### src/rtl/hte_pkg.sv
package hte_pkg;

  localparam int WIN_DEPTH    = 9;
  localparam int AHEAD_DEPTH  = 8;
  localparam int BEHIND_DEPTH = 9;
  localparam int CNT_W        = 4;

  localparam logic [7:0] CH_SPACE = 8'h20;
  localparam logic [7:0] CH_TAB   = 8'h09;
  localparam logic [7:0] CH_CR    = 8'h0d;
  localparam logic [7:0] CH_LT    = 8'h3c;
  localparam logic [7:0] CH_GT    = 8'h3e;
  localparam logic [7:0] CH_AMP   = 8'h26;
  localparam logic [7:0] CH_SEMI  = 8'h3b;
  localparam logic [7:0] CH_HASH  = 8'h23;

  localparam logic [47:0] OPEN_SCRIPT   = "script";
  localparam logic [63:0] OPEN_NOSCRIPT = "noscript";
  localparam logic [39:0] OPEN_STYLE    = "style";
  localparam logic [31:0] OPEN_CODE     = "code";

  localparam logic [55:0] CLOSE_SCRIPT   = "/script";
  localparam logic [71:0] CLOSE_NOSCRIPT = "/noscript";
  localparam logic [47:0] CLOSE_STYLE    = "/style";
  localparam logic [39:0] CLOSE_CODE     = "/code";
  localparam logic [15:0] CLOSE_HASH     = "/#";

  typedef enum logic [1:0] {
    PH_RUN,
    PH_DRAIN,
    PH_FINISH
  } phase_t;

  typedef struct packed {
    logic in_tag_open;
    logic tag_closed;
    logic space_pending;
    logic deleting;
    logic entity_skip;
    logic stopped;
  } flags_t;

  localparam flags_t FLAGS_RESET = '{
    in_tag_open: 1'b0, tag_closed: 1'b1, space_pending: 1'b0,
    deleting: 1'b0, entity_skip: 1'b0, stopped: 1'b0
  };

  typedef struct packed {
    logic       emit;
    logic [7:0] data;
    flags_t     flags;
  } take_t;

endpackage

### src/rtl/html_text_extract_filter.sv
// html text extraction filter
// s_axis carries the page one byte per transfer, tlast on the final byte of
// a page. m_axis carries the visible text: tdata[7:0] the text byte, tdata[8]
// set when the byte is real; tlast marks the final result of a page, which is
// an empty result (tdata[8] low) when the page produced no text.
// each byte is held in an 8-byte lookahead window, so its result is registered
// when the eighth byte that follows it is transferred; inside a page one byte is
// taken every cycle while the output register does not hold the filter.
// the transfer with tlast starts a drain: the window (up to 9 bytes) is worked
// off one byte a cycle, while the output can advance, through the same
// single-byte unit, then the finish phase sends the closing result; during the
// drain and the finish phase s_axis_tready is low. all filter state then
// returns to its reset values for the next page.
// results sit in one output register; while it is full and m_axis_tready is
// low the whole filter holds and s_axis_tready drops.
// rst (synchronous, active high) empties the window, clears the output and
// puts the filter in the state for the start of a page.
module html_text_extract_filter (
  input  logic        clk,
  input  logic        rst,
  input  logic        s_axis_tvalid,
  output logic        s_axis_tready,
  input  logic [7:0]  s_axis_tdata,   // [7:0] in_byte
  input  logic        s_axis_tlast,   // in_last
  output logic        m_axis_tvalid,
  input  logic        m_axis_tready,
  output logic [15:0] m_axis_tdata,   // [7:0] out_byte, [8] out_valid, rest zero
  output logic        m_axis_tlast    // out_last
);
  import hte_pkg::*;

  phase_t                 phase, phase_next;
  logic [7:0]             win [WIN_DEPTH];
  logic [7:0]             win_next [WIN_DEPTH];
  logic [CNT_W-1:0]       count, count_next;
  logic [7:0]             behind [BEHIND_DEPTH];
  logic [7:0]             behind_next [BEHIND_DEPTH];
  logic [CNT_W-1:0]       behind_count, behind_count_next;
  flags_t                 flags, flags_next;
  logic                   held_valid, held_valid_next;
  logic [7:0]             held_byte, held_byte_next;
  logic                   o_valid, o_valid_next;
  logic [7:0]             o_byte, o_byte_next;
  logic                   o_flag, o_flag_next;
  logic                   o_last, o_last_next;

  logic                   advance;
  logic                   in_xfer;
  logic                   do_take;
  logic [7:0]             take_in;
  logic [63:0]            fwd_vec;
  logic [71:0]            back_vec;
  logic [CNT_W-1:0]       avail;
  take_t                  tk;

  function automatic take_t take_byte(input logic [7:0] b, input logic [63:0] fwd,
                                      input logic [CNT_W-1:0] av, input flags_t f,
                                      input logic [71:0] back,
                                      input logic [CNT_W-1:0] bcnt);
    take_t r;
    logic  is_blank;
    logic  back_hit;
    logic  open_hit;
    r.emit  = 1'b0;
    r.data  = CH_SPACE;
    r.flags = f;
    is_blank = (b == CH_SPACE) || (b >= CH_TAB && b <= CH_CR);
    back_hit = (bcnt > 4'd7 && back[55:0] == CLOSE_SCRIPT) ||
               (bcnt > 4'd9 && back[71:0] == CLOSE_NOSCRIPT) ||
               (bcnt > 4'd6 && back[47:0] == CLOSE_STYLE) ||
               (bcnt > 4'd5 && back[39:0] == CLOSE_CODE) ||
               (bcnt > 4'd2 && back[15:0] == CLOSE_HASH);
    open_hit = (av >= 4'd8 && fwd == OPEN_NOSCRIPT) ||
               (fwd[63:24] == OPEN_STYLE) ||
               (fwd[63:32] == OPEN_CODE) ||
               (fwd[63:56] == CH_HASH);
    if (!f.stopped) begin
      if (f.entity_skip) begin
        if (b == CH_SEMI) r.flags.entity_skip = 1'b0;
      end else if (is_blank) begin
        if (!f.space_pending) begin
          r.emit = 1'b1;
          r.flags.space_pending = 1'b1;
        end
      end else if (b == CH_LT) begin
        if (!f.deleting) begin
          r.flags.in_tag_open = 1'b1;
          r.flags.tag_closed  = 1'b0;
          if (av >= 4'd6 && fwd[63:16] == OPEN_SCRIPT) begin
            r.flags.deleting = 1'b1;
          end else if (av < 4'd7) begin
            r.flags.stopped = 1'b1;
          end else begin
            r.flags.deleting = open_hit;
          end
        end
      end else if (b == CH_GT) begin
        if (f.deleting && back_hit) r.flags.deleting = 1'b0;
        if (f.in_tag_open) begin
          r.flags.tag_closed  = 1'b1;
          r.flags.in_tag_open = 1'b0;
        end
      end else if (b == CH_AMP) begin
        if (!f.deleting && f.tag_closed) r.flags.entity_skip = 1'b1;
      end else begin
        if (!f.deleting && f.tag_closed) begin
          r.emit = 1'b1;
          r.data = b;
          r.flags.space_pending = 1'b0;
        end
      end
    end
    return r;
  endfunction

  assign advance       = !o_valid || m_axis_tready;
  assign s_axis_tready = (phase == PH_RUN) && advance;
  assign in_xfer       = s_axis_tvalid && s_axis_tready;

  assign m_axis_tvalid = o_valid;
  assign m_axis_tdata  = {7'd0, o_flag, o_byte};
  assign m_axis_tlast  = o_last;

  // lookahead seen by the head byte: in steady flow the newest byte is the
  // incoming transfer, while draining it is the rest of the window
  always_comb begin
    for (int i = 0; i < AHEAD_DEPTH; i++) begin
      if (phase == PH_RUN && i == AHEAD_DEPTH - 1) begin
        fwd_vec[8*(AHEAD_DEPTH-1-i) +: 8] = s_axis_tdata;
      end else begin
        fwd_vec[8*(AHEAD_DEPTH-1-i) +: 8] = win[i+1];
      end
    end
    for (int i = 0; i < BEHIND_DEPTH; i++) begin
      back_vec[8*i +: 8] = behind[i];
    end
  end

  assign take_in = win[0];
  assign avail   = (phase == PH_RUN) ? CNT_W'(AHEAD_DEPTH) : count - 1'b1;
  assign do_take = (in_xfer && !s_axis_tlast && count == CNT_W'(AHEAD_DEPTH)) ||
                   (phase == PH_DRAIN && advance);
  assign tk = take_byte(take_in, fwd_vec, avail, flags, back_vec, behind_count);

  always_comb begin
    phase_next        = phase;
    count_next        = count;
    behind_count_next = behind_count;
    flags_next        = flags;
    held_valid_next   = held_valid;
    held_byte_next    = held_byte;
    o_valid_next      = o_valid && !m_axis_tready;
    o_byte_next       = o_byte;
    o_flag_next       = o_flag;
    o_last_next       = o_last;
    for (int i = 0; i < WIN_DEPTH; i++) win_next[i] = win[i];
    for (int i = 0; i < BEHIND_DEPTH; i++) behind_next[i] = behind[i];

    if (do_take) begin
      flags_next     = tk.flags;
      behind_next[0] = take_in;
      for (int i = 1; i < BEHIND_DEPTH; i++) behind_next[i] = behind[i-1];
      if (behind_count != '1) behind_count_next = behind_count + 1'b1;
      for (int i = 0; i < WIN_DEPTH - 1; i++) win_next[i] = win[i+1];
    end

    case (phase)
      PH_RUN: begin
        if (in_xfer) begin
          if (!s_axis_tlast && count == CNT_W'(AHEAD_DEPTH)) begin
            win_next[AHEAD_DEPTH-1] = s_axis_tdata;
            if (tk.emit) begin
              o_valid_next = 1'b1;
              o_byte_next  = tk.data;
              o_flag_next  = 1'b1;
              o_last_next  = 1'b0;
            end
          end else begin
            win_next[count] = s_axis_tdata;
            count_next      = count + 1'b1;
            if (s_axis_tlast) phase_next = PH_DRAIN;
          end
        end
      end
      PH_DRAIN: begin
        if (advance) begin
          count_next = count - 1'b1;
          // one result is held back so the final one can carry tlast
          if (tk.emit) begin
            held_valid_next = 1'b1;
            held_byte_next  = tk.data;
            if (held_valid) begin
              o_valid_next = 1'b1;
              o_byte_next  = held_byte;
              o_flag_next  = 1'b1;
              o_last_next  = 1'b0;
            end
          end
          if (count == CNT_W'(1)) phase_next = PH_FINISH;
        end
      end
      PH_FINISH: begin
        if (advance) begin
          o_valid_next      = 1'b1;
          o_byte_next       = held_valid ? held_byte : 8'd0;
          o_flag_next       = held_valid;
          o_last_next       = 1'b1;
          held_valid_next   = 1'b0;
          count_next        = '0;
          behind_count_next = '0;
          flags_next        = FLAGS_RESET;
          phase_next        = PH_RUN;
        end
      end
      default: begin
        phase_next = PH_RUN;
      end
    endcase
  end

  always_ff @(posedge clk) begin
    if (rst) begin
      phase        <= PH_RUN;
      count        <= '0;
      behind_count <= '0;
      flags        <= FLAGS_RESET;
      held_valid   <= 1'b0;
      o_valid      <= 1'b0;
    end else begin
      phase        <= phase_next;
      count        <= count_next;
      behind_count <= behind_count_next;
      flags        <= flags_next;
      held_valid   <= held_valid_next;
      o_valid      <= o_valid_next;
    end
  end

  always_ff @(posedge clk) begin
    for (int i = 0; i < WIN_DEPTH; i++) win[i] <= win_next[i];
    for (int i = 0; i < BEHIND_DEPTH; i++) behind[i] <= behind_next[i];
    held_byte <= held_byte_next;
    o_byte    <= o_byte_next;
    o_flag    <= o_flag_next;
    o_last    <= o_last_next;
  end

endmodule

### config.mk
export PLATFORM = sky130hd
export DESIGN_NAME = html_text_extract_filter
export DESIGN_NICKNAME = d
export VERILOG_FILES = /design/src/rtl/hte_pkg.sv /design/src/rtl/html_text_extract_filter.sv
export SDC_FILE = /design/constraint.sdc
export NUM_CORES = 1
export LEC_CHECK = 0
export BUFFER_PORTS_ARGS = -buffer_cell sky130_fd_sc_hd__buf_2
export CELL_PAD_IN_SITES_DETAIL_PLACEMENT = 1
export CELL_PAD_IN_SITES_GLOBAL_PLACEMENT = 2
export CORE_ASPECT_RATIO = 0.9
export CORE_MARGIN = 2
export CORE_UTILIZATION = 41
export DETAILED_ROUTE_END_ITERATION = 6
export PLACE_DENSITY_LB_ADDON = 0.1
export SYNTH_ARGS = -nofsm -noshare
export SYNTH_HDL_FRONTEND = slang
export SYNTH_SLANG_ARGS = --single-unit
### constraint.sdc
create_clock -name clk -period 5.8 [get_ports clk]
set_input_delay 0.29 -clock clk [delete_from_list [all_inputs] [get_ports clk]]
set_output_delay 0.29 -clock clk [all_outputs]
set_load 0.01 [all_outputs]
==> impl_summary.md <==
Run status
The run finished with clean final reports.

Setup path
The slowest stage of the critical path is the sky130_fd_sc_hd__inv_4 cell. Broken down by cell family, the worst path's largest delay share belongs to buffers and inverters. The type of the worst setup path is reg2reg. The instance count on the critical path is 10. The maximum fanout along the worst path is 81. The most used cell along the critical path is sky130_fd_sc_hd__buf_4. In this run the worst setup path begins at count[0]$_SDFFE_PP0P_. The biggest cell delay along the critical path is 0.78 ns. The path depth of the worst reg2reg path is 10.

Data on the critical path arrives at its endpoint at 4.10 ns. The worst register-to-register path begins at count[0]$_SDFFE_PP0P_. The endpoint of the worst-slack reg-to-reg timing path is win[0][46]$_DFF_P_. The required time at the worst-slack endpoint is 6.14 ns. The signal on the critical path passes through inv_1 > ha_1 > and4bb_1 > a31o_2 > nand2_2 > buf_4 > inv_4 > buf_4 > nand2_1 > a31oi_1. Across all register-to-register paths, the minimum setup slack is 2.04 ns. The worst setup path is captured at a register. The critical path capture point is win[0][46]$_DFF_P_. The critical path contains buffers and inverters numbering 4 combined. The startpoint kind of the worst setup timing path is a register.

Clock tree
The TritonCTS clock tree is built. The post-CTS repair timing setup buffer count is 0. The clock reaches the later pin of the worst-skew pair after 0.44 ns. The quantity of gates resized following cts is 0. The clock passes through at most 2 buffers. The H-tree depth reported by CTS is 4.

Buffers inserted during clock tree synthesis total 17. Clock-pin slew was measured on the worst setup and hold paths at 0.08 ns. The root cell of the clock tree is sky130_fd_sc_hd__clkbuf_16. CTS saw 180 sinks. The number of hold buffers added after cts is 0.

Floorplanning
The floorplan die height is 136 um. Once the floorplan was initialized, standard cells occupied 41.8% of the core. In this run the standard cell core region covers 0.0191 mm2.

The die area is 0.0206 mm2. The number of placement rows is 48. In this run the count of I/O pins placed on the die edge is 32. The horizontal die dimension is 151 um.

Synthesis
A synthesized cell averages 10.2 um2. For this run, the number of Yosys warnings is 0. The count of flip-flops with a built-in enable after synthesis is 98. The share of the Yosys chip area taken by registers is 57.5%. The fraction of synthesis flops using an asynchronous set or reset pin is 0%.

The area of the mapped netlist is 0.00798 mm2. The number of synthesized register bits is 180. The prevailing post-synth register cell is sky130_fd_sc_hd__edfxtp_1. The count of unique library cells instantiated by Yosys is 70. The number of instances in the synthesized netlist is 781.

Power and ir drop
The logic gate share of total power is 26.1%. The switching component of the power is 1.73 mW. The clock network burns 24.2% of the power. The part of the power in registers is 49.6%. The largest voltage drop on the vdd net is 0.235 mV. The power density normalized to cell area is 539 mW/mm2. The net switching fraction of the power is 36.6%. The static leakage is 3.07 nW.

Cell internal power was estimated by the tool at 3.00 mW.

Layout
The design area is 0.00877 mm2. Leaving out fill and tap cells, the most frequent cells in the layout are 139 x sky130_fd_sc_hd__nand2_1, 98 x sky130_fd_sc_hd__edfxtp_1, 94 x sky130_fd_sc_hd__nor2_1, 82 x sky130_fd_sc_hd__dfxtp_1, 72 x sky130_fd_sc_hd__a31oi_1. From synthesis to final layout, the design area changed by 10.0%.

The antenna cell count is 0. For this run, the post-layout net count is 807. The most common cell after layout, fill and taps aside is sky130_fd_sc_hd__nand2_1. The count of filler cells inserted in the layout is 2102. The finished layout holds 1042 standard cells, fillers aside.

The layout cell share with drive strength beyond 1 is 9.97%.

Timing
The smallest clock period supported by the final layout is computed as 3.76 ns. Setup repair after global routing left no endpoint under its margin. In the post-route analysis, the smallest setup slack over all paths is 2.04 ns. The worst clock skew is 0.0165 ns.

The maximum frequency from static timing analysis is 0.266 GHz. The count of final max-slew check failures is 0. The final total negative setup slack is 0 ns.

Measured against its own limit, the worst slew margin works out to 36.5%. Setup violations remaining at the end of the flow were counted as 0. The period utilization is 64.9%. The transition at the pin with the smallest max-transition slack is 0.953 ns. The count of endpoints failing hold in the final timing report was 0.

Detailed routing
Summed over all layers, the routed wires come to 20300 um. The total number of vias is 5862. For this run, design rule violations remaining after detail routing come to 0. The routed length on met1 is 10100 um. The wire length per cell is 19.5 um.

The first-pass detailed-route iteration total is 5. The via count normalized by instance count is 5.63. The count of nets left with antenna violations once routing finished came out at 0. The total met2 wirelength after detailed routing is 9580 um. The top routing layer in use is met4. The DRC violation total after the first TritonRoute iteration is 364. Detailed routing placed a total of 534 um of wire on met3.

Place
At the end of routability-driven placement, the weighted congestion stood at 0.822. The area of placed instances is 0.00819 mm2. The placement-stage worst setup slack is 2.09 ns. Input and output buffers added on the ports amount to 24.

The post-DP HPWL is 14000 um. Once placement completed, the tool counted placed cells totaling 1010.

Global route
The combined global-route utilization of all metal layers is 20.7%. The number of antenna violations at the first check in global routing was 0. The total overflow reported by the global router is 0. The first global-routing pass estimated 32800 um of wire. The pin count of the biggest net entering global routing is 82.

The via count of the first global-routing pass is 5829.

Worst hold path
The class of the tightest hold or removal check is in2reg.

Job
The number of max-cap violations is 0.
cell type report:
type | instances | area [um2] | share of cell area [%]
Sequential cell | 180 | 4580 | 52.3
Multi-Input combinational cell | 541 | 3100 | 35.3
Clock buffer | 17 | 425 | 4.85
Tap cell | 250 | 313 | 3.57
Clock inverter | 15 | 161 | 1.84
Timing Repair Buffer | 27 | 143 | 1.63
Inverter | 12 | 47.5 | 0.542
worst reg2reg max path, delay by kind of cell, from the launching register on:
| kind | cells | cell delay (ns) |
|---|---|---|
| flops | 1 | 0.39 |
| simple gates | 3 | 0.54 |
| fa+ha+maj | 1 | 0.24 |
| compound gates | 2 | 0.42 |
| buf+inv | 4 | 2.09 |
registers in the layout, indices dropped and copies added (netlist names), named ones only:
register	count
behind	72
win	64
held_byte	8
o_byte	8
flags	6
behind_count	4
count	4
phase	2
held_valid	1
m_axis_tlast	1
m_axis_tvalid	1
o_flag	1
Yosys cell counts (8+ instances only):
| master | instances | area [um2] |
|---|---|---|
| sky130_fd_sc_hd__inv_1 | 11 | 41.3 |
| sky130_fd_sc_hd__dfxtp_1 | 82 | 1640 |
| sky130_fd_sc_hd__a31oi_1 | 72 | 450 |
| sky130_fd_sc_hd__buf_4 | 8 | 60.1 |
| sky130_fd_sc_hd__clkbuf_1 | 32 | 120 |
| sky130_fd_sc_hd__nor4_1 | 10 | 62.6 |
| sky130_fd_sc_hd__ha_1 | 15 | 188 |
| sky130_fd_sc_hd__nand2_1 | 140 | 526 |
| sky130_fd_sc_hd__a21oi_1 | 16 | 80.1 |
| sky130_fd_sc_hd__a22o_1 | 8 | 70.1 |
| sky130_fd_sc_hd__nand4_1 | 24 | 150 |
| sky130_fd_sc_hd__nor3_1 | 11 | 55.1 |
| sky130_fd_sc_hd__nand3_1 | 13 | 65.1 |
| sky130_fd_sc_hd__nor4bb_1 | 12 | 120 |
| sky130_fd_sc_hd__nor2_1 | 94 | 353 |
| sky130_fd_sc_hd__edfxtp_1 | 98 | 2940 |
metal layers:
layer  global-route usage [%]  vias up
li1                         -     2841
met3                     3.83        9
met1                     29.5     2940
met2                     33.1       72
met4                     4.31        0
met5                        0        -
power by group through the flow:
stage                     combinational (mW)  clock, mW  sequential, mW
after global placement                  1.19          0            2.35
after global routing                    1.39       1.23            2.42
after detailed placement                1.25          0            2.37
after floorplan                        0.999          0            2.20
after CTS                               1.25       1.18            2.35
final                                   1.24       1.15            2.35
worst min-delay path by stage:
| stage | start | end | slack [ns] | depth (start not counted) |
|---|---|---|---|---|
| after global routing | rst | phase[0]$_SDFFE_PP0P_ | 0.18 | 2 |
| final | rst | phase[0]$_SDFFE_PP0P_ | 0.17 | 2 |
| after floorplan | s_axis_tdata[0] | register | 0.39 | 0 |
| after CTS | rst | phase[0]$_SDFFE_PP0P_ | 0.15 | 2 |
| after detailed placement | behind[0][55]$_DFFE_PN_ | behind[0][63]$_DFFE_PN_ | 0.43 | 0 |
| after global placement | behind[0][52]$_DFFE_PN_ | behind[0][60]$_DFFE_PN_ | 0.43 | 0 |
kinds of logic (layout without fill, tap and decap cells):
kind of cell	after synthesis	in the layout	synth area share [%]
and+or+nand+nor	383	383	24.5
DFF	180	180	57.5
AOI/OAI and AO/OA	128	128	10.7
buffers and inverters	66	71	3.97
adders and majority gates	15	15	2.35
muxes	5	5	0.643
xor gates and xnor gates	3	3	0.330
other	1	7	0.0470
through the flow:
| step | power (mW) | util (%) | hold WS [ns] |
|---|---|---|---|
| 3_5_place_dp | 3.62 | 42.9 | 0.432 |
| 6_report | 4.73 | 45.9 | 0.170 |
| 4_1_cts | 4.77 | 45.9 | 0.150 |
| 2_1_floorplan | 3.20 | - | 0.389 |
| 3_3_place_gp | 3.54 | 42.9 | 0.428 |
| 5_1_grt | 5.04 | 45.9 | 0.175 |
No activity file was read; power rests on OpenSTA's default activity.
